$ cat src/rtl/fdrle_pkg.sv
// Shared types and constants for the frame delta run-length encoder.
// No dependencies; imported by every module of the block.
`default_nettype none

package fdrle_pkg;

    localparam int COLOR_W = 8;
    localparam int PIX_W   = 3 * COLOR_W;
    localparam int LEN_W   = 25;
    localparam int KIND_W  = 2;

    localparam int MAX_RAW_RUN_DEF = 32;

    // Same-run counts saturate at the frame bound
    localparam logic [LEN_W-1:0] MAX_FRAME_PIXELS = 25'd16777216;

    // Result item kinds
    localparam logic [KIND_W-1:0] KIND_RAW   = 2'd0;
    localparam logic [KIND_W-1:0] KIND_SAME  = 2'd1;
    localparam logic [KIND_W-1:0] KIND_PIXEL = 2'd2;

    // Controller to datapath commands
    typedef struct packed {
        logic capture;
        logic update;
        logic load_hdr;
        logic load_pix;
        logic clear_run;
        logic flush_post;
    } ctrl_cmd_t;

    // Datapath to controller status
    typedef struct packed {
        logic pre_flush;
        logic last;
        logic run_same;
        logic out_free;
        logic pix_final;
    } ctrl_status_t;

endpackage

`default_nettype wire

$ cat src/rtl/frame_delta_run_length_encoder_top.sv
// Frame delta run-length encoder, top level: controller plus datapath.
// The first result of an item passes capture, evaluation and the header load before it is valid.
// A new item is taken only once the last is done: each flushed header and raw pixel adds a load,
// and a flush that ends a run mid-frame returns to evaluation to resume the update.
// Reset: rst_n asynchronous active low; no run open, result register empty.
// Depends on fdrle_pkg, fdrle_ctrl, fdrle_datapath and fdrle_ram.
`default_nettype none

module frame_delta_run_length_encoder_top
    import fdrle_pkg::*;
#(
    parameter int MAX_RAW_RUN = MAX_RAW_RUN_DEF
) (
    input  wire logic                clk,
    input  wire logic                rst_n,
    input  wire logic                in_valid,
    output logic                     in_stall,
    input  wire logic [COLOR_W-1:0]  cur_red,
    input  wire logic [COLOR_W-1:0]  cur_green,
    input  wire logic [COLOR_W-1:0]  cur_blue,
    input  wire logic [COLOR_W-1:0]  ref_red,
    input  wire logic [COLOR_W-1:0]  ref_green,
    input  wire logic [COLOR_W-1:0]  ref_blue,
    input  wire logic                frame_end,
    output logic                     out_valid,
    input  wire logic                out_stall,
    output logic      [KIND_W-1:0]   item_kind,
    output logic      [LEN_W-1:0]    run_length,
    output logic      [COLOR_W-1:0]  out_red,
    output logic      [COLOR_W-1:0]  out_green,
    output logic      [COLOR_W-1:0]  out_blue,
    output logic                     burst_last
);

    // The controller captures one item at a time, then walks it through:
    // optional flush of the run it ends, the run update, and at frame end
    // a flush of the run it leaves open. Raw pixels stream out of the buffer.
    ctrl_cmd_t    cmd;
    ctrl_status_t st;

    fdrle_ctrl u_ctrl (
        .clk      (clk),
        .rst_n    (rst_n),
        .in_valid (in_valid),
        .in_stall (in_stall),
        .st       (st),
        .cmd      (cmd)
    );

    fdrle_datapath #(
        .MAX_RAW_RUN (MAX_RAW_RUN)
    ) u_datapath (
        .clk        (clk),
        .rst_n      (rst_n),
        .cmd        (cmd),
        .st         (st),
        .cur_red    (cur_red),
        .cur_green  (cur_green),
        .cur_blue   (cur_blue),
        .ref_red    (ref_red),
        .ref_green  (ref_green),
        .ref_blue   (ref_blue),
        .frame_end  (frame_end),
        .out_stall  (out_stall),
        .out_valid  (out_valid),
        .item_kind  (item_kind),
        .run_length (run_length),
        .out_red    (out_red),
        .out_green  (out_green),
        .out_blue   (out_blue),
        .burst_last (burst_last)
    );

endmodule

`default_nettype wire

$ cat src/rtl/fdrle_ram.sv
// Generic single-write, single-read RAM with registered read data.
// Depends on fdrle_pkg for default widths.
`default_nettype none

module fdrle_ram
    import fdrle_pkg::*;
#(
    parameter int WIDTH = PIX_W,
    parameter int DEPTH = MAX_RAW_RUN_DEF
) (
    input  wire logic                                     clk,
    input  wire logic                                     we,
    input  wire logic [((DEPTH > 1) ? $clog2(DEPTH) : 1)-1:0] waddr,
    input  wire logic [WIDTH-1:0]                         wdata,
    input  wire logic [((DEPTH > 1) ? $clog2(DEPTH) : 1)-1:0] raddr,
    output logic      [WIDTH-1:0]                         rdata
);

    logic [WIDTH-1:0] mem [DEPTH];

    always_ff @(posedge clk)
    begin
        if (we)
        begin
            mem[waddr] <= wdata;
        end
        rdata <= mem[raddr];
    end

endmodule

`default_nettype wire

$ cat src/rtl/fdrle_datapath.sv
// Datapath: captured pixel, run state, raw pixel buffer and result register.
// Depends on fdrle_pkg and fdrle_ram.
`default_nettype none

module fdrle_datapath
    import fdrle_pkg::*;
#(
    parameter int MAX_RAW_RUN = MAX_RAW_RUN_DEF
) (
    input  wire logic                clk,
    input  wire logic                rst_n,
    input  wire ctrl_cmd_t           cmd,
    output ctrl_status_t             st,
    input  wire logic [COLOR_W-1:0]  cur_red,
    input  wire logic [COLOR_W-1:0]  cur_green,
    input  wire logic [COLOR_W-1:0]  cur_blue,
    input  wire logic [COLOR_W-1:0]  ref_red,
    input  wire logic [COLOR_W-1:0]  ref_green,
    input  wire logic [COLOR_W-1:0]  ref_blue,
    input  wire logic                frame_end,
    input  wire logic                out_stall,
    output logic                     out_valid,
    output logic      [KIND_W-1:0]   item_kind,
    output logic      [LEN_W-1:0]    run_length,
    output logic      [COLOR_W-1:0]  out_red,
    output logic      [COLOR_W-1:0]  out_green,
    output logic      [COLOR_W-1:0]  out_blue,
    output logic                     burst_last
);

    localparam int AW = (MAX_RAW_RUN > 1) ? $clog2(MAX_RAW_RUN) : 1;
    localparam logic [LEN_W-1:0] RAW_LIMIT = LEN_W'(MAX_RAW_RUN);

    logic [PIX_W-1:0]   pix_reg;
    logic               same_reg;
    logic               last_reg;
    logic [LEN_W-1:0]   count_reg,   count_next;
    logic               is_same_reg, is_same_next;
    logic [AW-1:0]      pix_idx_reg, pix_idx_next;

    logic               out_valid_reg,  out_valid_next;
    logic [KIND_W-1:0]  out_kind_reg,   out_kind_next;
    logic [LEN_W-1:0]   out_len_reg,    out_len_next;
    logic [PIX_W-1:0]   out_pix_reg,    out_pix_next;
    logic               out_last_reg,   out_last_next;

    logic               run_open;
    logic               pre_flush;
    logic               open_new;
    logic               burst_end;
    logic               pix_final;
    logic               ram_we;
    logic [AW-1:0]      ram_waddr;
    logic [PIX_W-1:0]   ram_rdata;

    assign run_open  = (count_reg != '0);
    assign pre_flush = run_open &&
                       ((same_reg != is_same_reg) || (!same_reg && (count_reg >= RAW_LIMIT)));
    assign open_new  = !run_open || pre_flush;
    assign burst_end = cmd.flush_post || !last_reg;
    assign pix_final = ((LEN_W'(pix_idx_reg) + LEN_W'(1)) == count_reg);

    assign st.pre_flush = pre_flush;
    assign st.last      = last_reg;
    assign st.run_same  = is_same_reg;
    assign st.out_free  = !out_valid_reg || !out_stall;
    assign st.pix_final = pix_final;

    // Buffer raw pixels: a new raw run starts at entry zero
    assign ram_we    = cmd.update && !same_reg;
    assign ram_waddr = open_new ? '0 : count_reg[AW-1:0];

    fdrle_ram #(
        .WIDTH (PIX_W),
        .DEPTH (MAX_RAW_RUN)
    ) u_raw_buf (
        .clk   (clk),
        .we    (ram_we),
        .waddr (ram_waddr),
        .wdata (pix_reg),
        .raddr (pix_idx_next),
        .rdata (ram_rdata)
    );

    always_comb
    begin
        count_next   = count_reg;
        is_same_next = is_same_reg;
        if (cmd.update)
        begin
            if (open_new)
            begin
                count_next   = LEN_W'(1);
                is_same_next = same_reg;
            end
            else if (same_reg)
            begin
                if (count_reg < MAX_FRAME_PIXELS)
                begin
                    count_next = count_reg + LEN_W'(1);
                end
            end
            else
            begin
                count_next = count_reg + LEN_W'(1);
            end
        end
        if (cmd.clear_run)
        begin
            count_next   = '0;
            is_same_next = 1'b0;
        end
    end

    // Read address runs one ahead so the pixel for the next load is ready
    always_comb
    begin
        pix_idx_next = pix_idx_reg;
        if (cmd.load_hdr)
        begin
            pix_idx_next = '0;
        end
        else if (cmd.load_pix)
        begin
            pix_idx_next = pix_idx_reg + AW'(1);
        end
    end

    always_comb
    begin
        out_valid_next = out_valid_reg;
        out_kind_next  = out_kind_reg;
        out_len_next   = out_len_reg;
        out_pix_next   = out_pix_reg;
        out_last_next  = out_last_reg;
        if (cmd.load_hdr)
        begin
            out_valid_next = 1'b1;
            out_kind_next  = is_same_reg ? KIND_SAME : KIND_RAW;
            out_len_next   = count_reg;
            out_pix_next   = '0;
            out_last_next  = is_same_reg && burst_end;
        end
        else if (cmd.load_pix)
        begin
            out_valid_next = 1'b1;
            out_kind_next  = KIND_PIXEL;
            out_len_next   = '0;
            out_pix_next   = ram_rdata;
            out_last_next  = pix_final && burst_end;
        end
        else if (!out_stall)
        begin
            out_valid_next = 1'b0;
        end
    end

    always_ff @(posedge clk or negedge rst_n)
    begin
        if (!rst_n)
        begin
            count_reg     <= '0;
            is_same_reg   <= 1'b0;
            pix_idx_reg   <= '0;
            out_valid_reg <= 1'b0;
        end
        else
        begin
            count_reg     <= count_next;
            is_same_reg   <= is_same_next;
            pix_idx_reg   <= pix_idx_next;
            out_valid_reg <= out_valid_next;
        end
    end

    always_ff @(posedge clk)
    begin
        if (cmd.capture)
        begin
            pix_reg  <= {cur_red, cur_green, cur_blue};
            same_reg <= ({cur_red, cur_green, cur_blue} == {ref_red, ref_green, ref_blue});
            last_reg <= frame_end;
        end
        out_kind_reg <= out_kind_next;
        out_len_reg  <= out_len_next;
        out_pix_reg  <= out_pix_next;
        out_last_reg <= out_last_next;
    end

    assign out_valid  = out_valid_reg;
    assign item_kind  = out_kind_reg;
    assign run_length = out_len_reg;
    assign out_red    = out_pix_reg[PIX_W-1 -: COLOR_W];
    assign out_green  = out_pix_reg[COLOR_W +: COLOR_W];
    assign out_blue   = out_pix_reg[COLOR_W-1:0];
    assign burst_last = out_last_reg;

    a_raw_bound: assert property (@(posedge clk) disable iff (!rst_n)
        !is_same_reg |-> (count_reg <= RAW_LIMIT))
        else $error("raw run longer than buffer");

    a_frame_bound: assert property (@(posedge clk) disable iff (!rst_n)
        count_reg <= MAX_FRAME_PIXELS)
        else $error("run count past frame bound");

    a_load_excl: assert property (@(posedge clk) disable iff (!rst_n)
        cmd.load_hdr || cmd.load_pix |-> st.out_free && !(cmd.load_hdr && cmd.load_pix))
        else $error("result register loaded while busy");

endmodule

`default_nettype wire

$ cat src/rtl/fdrle_ctrl.sv
// Controller state machine: sequences capture, run flushes and run update.
// Depends on fdrle_pkg.
`default_nettype none

module fdrle_ctrl
    import fdrle_pkg::*;
(
    input  wire logic         clk,
    input  wire logic         rst_n,
    input  wire logic         in_valid,
    output logic              in_stall,
    input  wire ctrl_status_t st,
    output ctrl_cmd_t         cmd
);

    typedef enum logic [1:0] {
        S_IDLE,
        S_EVAL,
        S_HDR,
        S_PIX
    } state_t;

    state_t state_reg, state_next;
    logic   post_reg, post_next;
    logic   pre_done_reg, pre_done_next;
    logic   run_done;

    always_comb
    begin
        cmd            = '0;
        cmd.flush_post = post_reg;
        state_next     = state_reg;
        post_next      = post_reg;
        pre_done_next  = pre_done_reg;
        run_done       = 1'b0;

        case (state_reg)
            S_IDLE:
            begin
                if (in_valid)
                begin
                    cmd.capture   = 1'b1;
                    pre_done_next = 1'b0;
                    state_next    = S_EVAL;
                end
            end
            S_EVAL:
            begin
                if (st.pre_flush && !pre_done_reg)
                begin
                    post_next  = 1'b0;
                    state_next = S_HDR;
                end
                else
                begin
                    cmd.update = 1'b1;
                    if (st.last)
                    begin
                        post_next  = 1'b1;
                        state_next = S_HDR;
                    end
                    else
                    begin
                        state_next = S_IDLE;
                    end
                end
            end
            S_HDR:
            begin
                if (st.out_free)
                begin
                    cmd.load_hdr = 1'b1;
                    if (st.run_same)
                    begin
                        run_done = 1'b1;
                    end
                    else
                    begin
                        state_next = S_PIX;
                    end
                end
            end
            S_PIX:
            begin
                if (st.out_free)
                begin
                    cmd.load_pix = 1'b1;
                    run_done     = st.pix_final;
                end
            end
            default:
            begin
                state_next = S_IDLE;
            end
        endcase

        // Close the run: frame end clears it, a mid-frame flush resumes the update
        if (run_done)
        begin
            if (post_reg)
            begin
                cmd.clear_run = 1'b1;
                state_next    = S_IDLE;
            end
            else
            begin
                pre_done_next = 1'b1;
                state_next    = S_EVAL;
            end
        end
    end

    always_ff @(posedge clk or negedge rst_n)
    begin
        if (!rst_n)
        begin
            state_reg    <= S_IDLE;
            post_reg     <= 1'b0;
            pre_done_reg <= 1'b0;
        end
        else
        begin
            state_reg    <= state_next;
            post_reg     <= post_next;
            pre_done_reg <= pre_done_next;
        end
    end

    assign in_stall = (state_reg != S_IDLE);

    a_pix_raw_only: assert property (@(posedge clk) disable iff (!rst_n)
        (state_reg == S_PIX) |-> !st.run_same)
        else $error("pixel burst on a same run");

    a_clear_at_end: assert property (@(posedge clk) disable iff (!rst_n)
        cmd.clear_run |-> st.last && post_reg)
        else $error("run cleared outside frame end");

    a_update_after_flush: assert property (@(posedge clk) disable iff (!rst_n)
        cmd.update |-> !(st.pre_flush && !pre_done_reg))
        else $error("run updated before old run flushed");

endmodule

`default_nettype wire

$ cat config.mk
export PLATFORM = sky130hd
export DESIGN_NAME = frame_delta_run_length_encoder_top
export DESIGN_NICKNAME = d
export VERILOG_FILES = /design/src/rtl/fdrle_pkg.sv /design/src/rtl/frame_delta_run_length_encoder_top.sv /design/src/rtl/fdrle_ram.sv /design/src/rtl/fdrle_datapath.sv /design/src/rtl/fdrle_ctrl.sv
export SDC_FILE = /design/constraint.sdc
export NUM_CORES = 1
export LEC_CHECK = 0
export ABC_AREA = 1
export BUFFER_PORTS_ARGS = -buffer_cell sky130_fd_sc_hd__buf_2
export CORE_UTILIZATION = 29
export DETAILED_ROUTE_END_ITERATION = 8
export PLACE_DENSITY = 0.51
export SKIP_CTS_REPAIR_TIMING = 1
export SYNTH_ARGS = -nofsm -noshare
export SYNTH_HDL_FRONTEND = slang
export SYNTH_SLANG_ARGS = --single-unit
export TNS_END_PERCENT = 5
$ cat constraint.sdc
create_clock -name clk -period 3.65 [get_ports clk]
set_clock_uncertainty 0.05 [all_clocks]
set_input_delay 0.73 -clock clk [delete_from_list [all_inputs] [get_ports clk]]
set_output_delay 0.73 -clock clk [all_outputs]
set_load 0.005 [all_outputs]
[Yosys cells after proc, flatten, opt, wreduce, memory -nomap -nowiden]
Memories as Yosys holds them, arrays and structs flattened. A register that Yosys moved wholly into a read port is not among the register bits.
Index checks and enable logic that the tools add are counted.
W data, S select, Z words.
Operators by class
  add/subtract/negate cells: 3
  reduce and logical (&&, ||, !) cells: 28
  order comparisons: 2
  multiplexer cells: 50
  equality and inequality tests: 11
Operators by type and width (count)
  $mux W25: 7
  $mux W1: 30
  $add A25 B1 Y25 const B: 1
  $eq A25 B25 Y1: 1
  $ge A25 B6 Y1 const B: 1
  $lt A25 B25 Y1 const B: 1
  $reduce_bool A25 Y1: 1
  $eq A24 B24 Y1: 1
  $mux W2: 8
  $mux W5: 3
  $reduce_bool A2 Y1: 5
  $add A5 B1 Y6 const B: 1
  $logic_and A1 B1 Y1: 6
  $logic_not A1 Y1: 6
  $ne A3 B2 Y1 const B: 2
  $pmux W2 S3: 1
  $reduce_and A2 Y1: 3
  $add A5 B1 Y5 const B: 1
  $eq A2 B2 Y1 const B: 2
  $logic_or A1 B1 Y1: 4
  $ne A4 B4 Y1 const B: 1
  $reduce_and A4 Y1: 1
  $reduce_bool A4 Y1: 1
  $ne A3 B1 Y1 const B: 1
  other kinds (5): 5
Storage, ports and cells
  output and inout port bits: 54
  logic and storage cells: 109
  memories kept: 1
  bits in registers: 114
  RAM bits: 768
Memory list
  u_datapath.u_raw_buf.mem: depth 32, bits a word 24, read ports 1, clocked after memory_dff 1, wr ports 1, line fdrle_ram.sv:19  | logic [WIDTH-1:0] mem [DEPTH];

[Depth between registers and ports, before layout]
Gate-level depths: netlist of run 1.
  depth in word-level cells: 10
  mapped depth: 17
  depth with buffers taken out: 16

[Cells and area by module]
A second synthesis of run 1 with hierarchy kept.
Unflattened totals
  cell total of the unflattened synthesis: 3398
  area, all modules: 37658.6 sq um
Modules (own cells, without submodules)
  fdrle_ram: area an instance 31760.5 sq um, times used 1, seq. area each 23542.6 sq um, cells an instance 2665
  fdrle_datapath: area an instance 5550.3 sq um, times used 1, seq. area each 2902.8 sq um, cells an instance 679
  fdrle_ctrl: area an instance 347.8 sq um, times used 1, seq. area each 100.1 sq um, cells an instance 54

[Worst setup path after synthesis of run 1]
Ideal clock, no wire load.
  kind: register to register
  from: register u_datapath.count_reg[1]
  to: memory u_datapath.u_raw_buf.mem[0][0] (netlist name) (enable)
  setup slack: 0.465 ns
  stages on the path, launching flop included: 11
  arrival: 2.730 ns
  data required time: 3.195 ns
  cells stage by stage: dfrtp_1 inv_1 ha_1 nand3_1 nor2_1 nand3_1 nand4_1 nand2_1 nor2_1 nand2_1 nor2_1
On the way
  word-level cells in the longest chain between the ends: 10
  elaborated cells on any way between the ends: 14
  those cells by class: order compare (1); mux (5); reduce/logical (8)
RTL lines
  start: declaration: line fdrle_datapath.sv:37  | logic [LEN_W-1:0] count_reg, count_next;
  start signal: assignment: line fdrle_datapath.sv:169  | count_reg <= count_next;
  $ge A25 B6 Y1: line fdrle_datapath.sv:58  | ((same_reg != is_same_reg) || (!same_reg && (count_reg >= RAW_LIMIT)));
  $logic_and A1 B1 Y1: line fdrle_datapath.sv:58
  $logic_or A1 B1 Y1: line fdrle_datapath.sv:58
  $logic_and A1 B1 Y1: line fdrle_datapath.sv:57  | assign pre_flush = run_open &&
  $logic_and A1 B1 Y1: line fdrle_ctrl.sv:49  | if (st.pre_flush && !pre_done_reg)
  $mux W1: line fdrle_ctrl.sv:49
  $mux W1: line fdrle_ctrl.sv:37  | case (state_reg)
  $logic_and A1 B1 Y1: line fdrle_datapath.sv:70  | assign ram_we = cmd.update && !same_reg;
  $mux W1: line fdrle_ram.sv:23  | if (we)
  $mux W1 (implied by the code): line fdrle_ram.sv:25  | mem[waddr] <= wdata;
  end: declaration: line fdrle_ram.sv:19
Several ways; a longest one is shown, not always the timed one.

[Worst setup path in the final report of run 1]
  from: register u_datapath.count_reg[0]
  to: memory u_datapath.u_raw_buf.mem[17][4] (netlist name) (enable)
Same word-level chain as after synthesis.

==> results.ini, run 1 <==
[floorplanning]
die_area_um2 = 130300
pin_count = 107
start_util = 0.2927
die_width_um = 361.0
coreArea_um2 = 127700
core.rowCount = 131
die_h_um = 361.0

[yosys]
synthMuxAreaShare = 0
synth_top_family_by_area = simple AND/OR/NAND/NOR gates
netlist.area_leader.share = 0.6605
syn_inst = 3146
synth_cell_types = 40
syn_area_um2 = 37370
synth_compound_area_frac = 0.07717
synth_xor_xnor_area_share = 0.007968
yosysWarnings = 0
yosys.area.top_type = edfxtp_1
yosys-top-cells-area = edfxtp_1 66%, nand2_1 4.9%, nor2_1 4.6%
synthesis.nets = 3207
yosysSeqAreaShare = 0.7103
ys_ff_latch = 906
synth_area_per_cell_um2 = 11.88
synth-simple-area-share = 0.1585
synth_adder_area_share = 0.002678

[grt]
grt_max_degree = 120
grt_usage = 0.1581
grt_antenna_before_repair = 0
grt.overflow.total = 0
grt_pass1_vias = 23340
grt_pass1_wl_mm = 155.9

[placement]
portBuffers = 106
place_area_um2 = 40720
post-place-cells = 4844
place.gp.congestion = 0.8489
dp_hpwl_mm = 60.89

[timing]
max_freq_ghz = 0.3109
max_slew.worst_pin.slew_ns = 1.288
slew_headroom = 0.1411
period_share = 0.8813
rsz0062_at_grt = false
hold_viol = 0
setup_violations = 0
finalSetupTns_ns = 0
post-route-min-period_ns = 3.217
fin_hold_ws_ns = 0.1485
finalMaxSlewViolations = 0

[pwr]
leakagePower_nw = 15.48
cellPowerDensity_nw_per_um2 = 817.7
ir_drop_uv = 791.7
p_sw_mw = 13.88
p_clk_frac = 0.275
p_sw_frac = 0.3862
finalPower_mw = 35.94
pwr-share-seq = 0.359
p_int_mw = 22.06
power_frac_comb = 0.366

[detailed_routing]
postRouteAntennaNets = 0
dr.pass1.iters = 5
wirelength_mm = 104.0
drc = 0
first_iter_violations = 2261
vias_per_cell = 4.790
num_vias = 24080
wl_per_cell_um = 20.69

[run]
maxCapViolCount = 0

[status]
status = finished clean

[clock_tree]
numCtsBuffers = 98
cts_tree = built
cts-root-buf = clkbuf_16
clk_path_buf_depth = 3
clk_pin_slew_ns = 0.06
htree_levels = 3
clock-sinks = 906
clock_latency_ns = 0.69

[cells_and_area]
stdcell_count = 5027
final_area_um2 = 43950
area.growth.synth_to_final_pct = 17.61
n_fill_cell = 12410
diodes = 0
largest_register_ff_count = 768
nNetsFinal = 3343
drive_gt1_frac = 0.1444

[worst_setup_path]
crit_required_ns = 3.92
crit_type = reg -> reg
end_kind = register
start_kind = register
startpoint = u_datapath.count_reg[0]$_DFFE_PN0P_
arrival_ns = 3.48
worstReg2RegStart = u_datapath.count_reg[0]$_DFFE_PN0P_
worst-path-max-fanout = 24

[min_path]
hold_class = in -> async

-- cells by family after synthesis --
group | Yosys count
and+or+nand+nor | 1387
DFF | 906
AOI/OAI and AO/OA | 436
buffers and inverters | 375
xor gates and xnor gates | 34
adders and majority gates | 8
-- critical path, cell delays in order (launching register included) --
cell	delay, ns
dfrtp_1	0.46
inv_1	0.27
ha_1	0.19
nand3_1	0.10
nor2_1	0.12
nand3_1	0.14
nand4_1	0.18
nand2_1	0.17
nor2_1	0.34
nand3_2	0.09
buf_4	0.23
nor2_2	0.10
buf_4	0.41
-- synthesized netlist by cell type (all sizes together) --
master,number
a2111oi,1
a21oi,7
a22o,25
buf,111
clkbuf,74
dfrtp,36
dfxtp,48
edfxtp,822
ha,8
inv,190
nand2,496
nand3,331
nand4,10
nor2,460
nor3,13
nor3b,2
nor4,2
o2111ai,26
o211ai,194
o21ai,180
o22ai,3
or2,73
xnor2,15
xor2,19
-- metal layers --
metal / vias up / global-route usage / share of wire / routed length (um)
met3: 131 / 0.02465 / 0.051 / 5291
li1: 11410 / - / - / -
met2: 599 / 0.2562 / 0.47 / 48650
met1: 11940 / 0.2193 / 0.46 / 47800
met4: 0 / 0.04205 / 0.022 / 2283
met5: - / 0 / 0 / 0
-- path summary, 6_finish.rpt --
kind                                                             end  cells past startpoint  slack [ns]
min reg2reg                  u_datapath.out_pix_reg[10]$_SDFFE_PP0P_                      1        0.42
max reg2reg                u_datapath.u_raw_buf.mem[17][4]$_DFFE_PP_                     12        0.43
max in group asynchronous       u_datapath.count_reg[11]$_DFFE_PN0P_                      1        2.81
max                        u_datapath.u_raw_buf.mem[17][4]$_DFFE_PP_                     12        0.43
min in group clk                       u_datapath.last_reg$_DFFE_PP_                      1        0.20
min                             u_datapath.count_reg[10]$_DFFE_PN0P_                      1        0.15
-- final cells by class --
type,count,area [um^2],share of cell area
flip-flops and latches,906,26550,0.6039
clock inverters,45,520.5,0.01184
clock buffers,138,2713,0.06171
repair buffers,221,1969,0.04480
well taps,1662,2079,0.04731
multi-input cells,1865,9402,0.2139
inverters,190,725.7,0.01651
-- cells in the final DEF (no fill, tap or decap), types with 63 or more instances in the layout --
cell type | synthesis | routed
o21ai_0 | 179 | 179
clkbuf_16 | 0 | 98
inv_1 | 181 | 181
nand2_1 | 492 | 490
nor2_1 | 458 | 426
buf_2 | 76 | 106
edfxtp_1 | 822 | 822
o211ai_1 | 193 | 193
buf_4 | 19 | 69
or2_2 | 63 | 63
nand3_1 | 327 | 327
-- power by group through the flow --
stage	combinational [mW]	clock, mW	sequential, mW
finish	13.2	9.88	12.9
global route	14.7	10.4	13.0
CTS	13.4	10.1	12.9
detailed placement	13.3	0	13.1
global placement	13.3	0	13.1
floorplan	8.43	0	12.9
-- through the flow --
| step | setup WS (ns) | utilization |
|---|---|---|
| floorplan | 0.4651 | - |
| CTS | 0.4334 | 0.3442 |
| global route | 0.2234 | 0.3442 |
| global placement | 0.4622 | 0.3189 |
| finish | 0.4332 | 0.3442 |
| detailed placement | 0.4386 | 0.3189 |
(Power assumes the default switching activity.)
==> run 2: changes to the inputs <==
- GPL_TIMING_DRIVEN: not set -> 0
==> results.ini, run 2 (synthesis results as in run 1) <==
[detailed_routing]
dr.pass1.iters = 5  ; unchanged
wirelength_mm = 113.7  ; was 104.0 mm
first_iter_violations = 2618  ; was 2261
wl_per_cell_um = 22.05  ; was 20.69 um
vias_per_cell = 4.867  ; was 4.790
drc = 0  ; unchanged
num_vias = 25100  ; was 24080
postRouteAntennaNets = 0  ; unchanged

[pwr]
p_int_mw = 21.65  ; was 22.06 mW
ir_drop_uv = 452.0  ; was 791.7 uV
p_sw_frac = 0.4251  ; was 0.3862
p_sw_mw = 16.01  ; was 13.88 mW
p_clk_frac = 0.245  ; was 0.275
pwr-share-seq = 0.343  ; was 0.359
finalPower_mw = 37.66  ; was 35.94 mW
cellPowerDensity_nw_per_um2 = 844.4  ; was 817.7 nW/um^2
power_frac_comb = 0.412  ; was 0.366
leakagePower_nw = 15.82  ; was 15.48 nW

[worst_setup_path]
path_cells = ha_1 -> nand2_4 -> inv_4 -> o211ai_4 -> buf_2 -> buf_1 -> nand3_1 -> nand3_1 -> nand2_1 -> nand2_1 -> nand2_1  ; was inv_1 -> ha_1 -> nand3_1 -> nor2_1 -> nand3_1 -> nand4_1 -> nand2_1 -> nor2_1 -> nand3_2 -> buf_4 -> nor2_2 -> buf_4
cpMostUsedCell = nand2_1
crit_required_ns = 4.15  ; was 3.92 ns
slowest_stage = buf_2  ; was dfrtp_1
end_kind = register  ; unchanged
worst-path-max-fanout = 10  ; was 24
critPathMaxStageDelay_ns = 0.51  ; was 0.46 ns
arrival_ns = 4.07  ; was 3.48 ns
crit_type = reg -> reg  ; unchanged
start_kind = register  ; unchanged

[cells_and_area]
final_area_um2 = 44600  ; was 43950 um^2
final_common_cell = edfxtp_1  ; unchanged
register_area_um2 = 26550  ; unchanged
most-common-layout-cells = 822 x edfxtp_1, 491 x nand2_1, 425 x nor2_1  ; was 822 x edfxtp_1, 490 x nand2_1, 426 x nor2_1
largest_register_ff_count = 768  ; unchanged
drive_gt1_frac = 0.1522  ; was 0.1444
n_fill_cell = 12590  ; was 12410
multi_input_area_um2 = 9502  ; was 9402 um^2
stdcell_count = 5158  ; was 5027
area.growth.synth_to_final_pct = 19.33  ; was 17.61%
nNetsFinal = 3487  ; was 3343

[grt]
grt_antenna_before_repair = 9  ; was 0
grt_usage = 0.1727  ; was 0.1581
grt_pass1_wl_mm = 164.9  ; was 155.9 mm
grt_pass1_vias = 23760  ; was 23340
grt_max_degree = 37  ; was 120
grt.overflow.total = 0  ; unchanged

[timing]
fin_hold_ws_ns = 0.1412  ; was 0.1485 ns
slew_headroom = 0.03604  ; was 0.1411
rsz0062_at_grt = false  ; unchanged
post-route-min-period_ns = 3.563  ; was 3.217 ns
setup_violations = 0  ; unchanged
max_freq_ghz = 0.2807  ; was 0.3109 GHz
hold_viol = 0  ; unchanged
max_slew.worst_pin.slew_ns = 1.446  ; was 1.288 ns
finalMaxSlewViolations = 0  ; unchanged
period_share = 0.9762  ; was 0.8813

[clock_tree]
clk_pin_slew_ns = 0.06  ; about the same
cts-root-buf = clkbuf_16  ; unchanged
clock_latency_ns = 0.69  ; about the same
numCtsBuffers = 96  ; was 98
htree_levels = 3  ; unchanged
clock-sinks = 906  ; unchanged
cts_tree = built  ; unchanged
clk_path_buf_depth = 3  ; unchanged

[floorplanning]
die_area_um2 = 130300  ; unchanged
die_h_um = 361.0  ; unchanged
core.rowCount = 131  ; unchanged
start_util = 0.2927  ; unchanged
pin_count = 107  ; unchanged
die_width_um = 361.0  ; unchanged
coreArea_um2 = 127700  ; unchanged

[placement]
post-place-cells = 4967  ; was 4844
place_area_um2 = 41220  ; was 40720 um^2
place.gp.congestion = 0.8931  ; was 0.8489
portBuffers = 106  ; unchanged
dp_hpwl_mm = 80.58  ; was 60.89 mm

[run]
maxCapViolCount = 0  ; unchanged

[min_path]
hold_class = in -> async  ; unchanged

[status]
status = finished clean  ; unchanged

run 2: cell types whose count changed in the layout (fill, tap and decap cells not counted), moves of 10 or more:
cell	before	now
nor2_4	19	31
clkinv_1	8	22
buf_4	69	34
buf_12	46	4
buf_16	0	31
buf_2	106	181
buf_8	0	23
nor2_2	14	4
clkbuf_1	29	93
run 2: area by class of cell:
cell class	count	area share
multi-input cells	1866	0.2131
clock buffers	120	0.05777
clock inverters	47	0.007294
repair buffers	180	0.04335
inverters	190	0.01613
well taps	1662	0.04663
repair inverters	1	0.0001122
diodes	1	0.00005611
flip-flops and latches	906	0.5952
plain buffers	185	0.02040
run 2: worst paths after layout:
check / slack, ns / startpoint / depth (start not counted) / to
worst min register to register: 0.41 / u_datapath.u_raw_buf.rdata[16]$_DFF_P_ / 1 / u_datapath.out_pix_reg[16]$_SDFFE_PP0P_
worst max-delay path: 0.09 / u_ctrl.state_reg[0]$_DFFE_PN0P_ / 11 / u_datapath.u_raw_buf.rdata[10]$_DFF_P_
max in group asynchronous: 2.81 / rst_n / 1 / u_datapath.count_reg[7]$_DFFE_PN0P_
min in group clk: 0.19 / cur_blue[0] / 1 / u_datapath.pix_reg[0]$_DFFE_PP_
worst min-delay path: 0.14 / rst_n / 1 / u_datapath.count_reg[23]$_DFFE_PN0P_
worst max register to register: 0.09 / u_ctrl.state_reg[0]$_DFFE_PN0P_ / 11 / u_datapath.u_raw_buf.rdata[10]$_DFF_P_
run 2: power groups by stage:
stage	clock network [mW]	logic, mW	registers, mW
finish	9.23	15.5	12.9
global route	9.78	16.9	13.0
CTS	9.39	15.4	13.0
detailed placement	0	15.3	13.2
global placement	0	14.7	13.5
floorplan	0	8.43	12.9
run 2: metal layers:
layer,share of wire,vias to the layer above,GRT usage
met1,0.44,12480,0.2363
met3,0.057,169,0.02598
met5,0,-,0
li1,-,11720,-
met2,0.48,733,0.2839
met4,0.027,0,0.04723
run 2: stage by stage:
stage	TNS, ns	setup slack (ns)	utilization
after floorplan	0	0.4651	-
after global placement	-873.10	-1.287	0.3131
after detailed placement	-132.49	-0.9064	0.3228
after CTS	-135.80	-0.7967	0.3456
after global routing	0	0.003689	0.3493
final	0	0.08686	0.3493
run 2: worst max-delay path, delay by kind of cell (launching register included):
family / cells / cell delay [ns]
DFF: 1 / 0.42
adders and majority gates: 1 / 0.27
AOI/OAI and AO/OA: 1 / 0.49
and+or+nand+nor: 6 / 1.12
buffers and inverters: 3 / 1.04
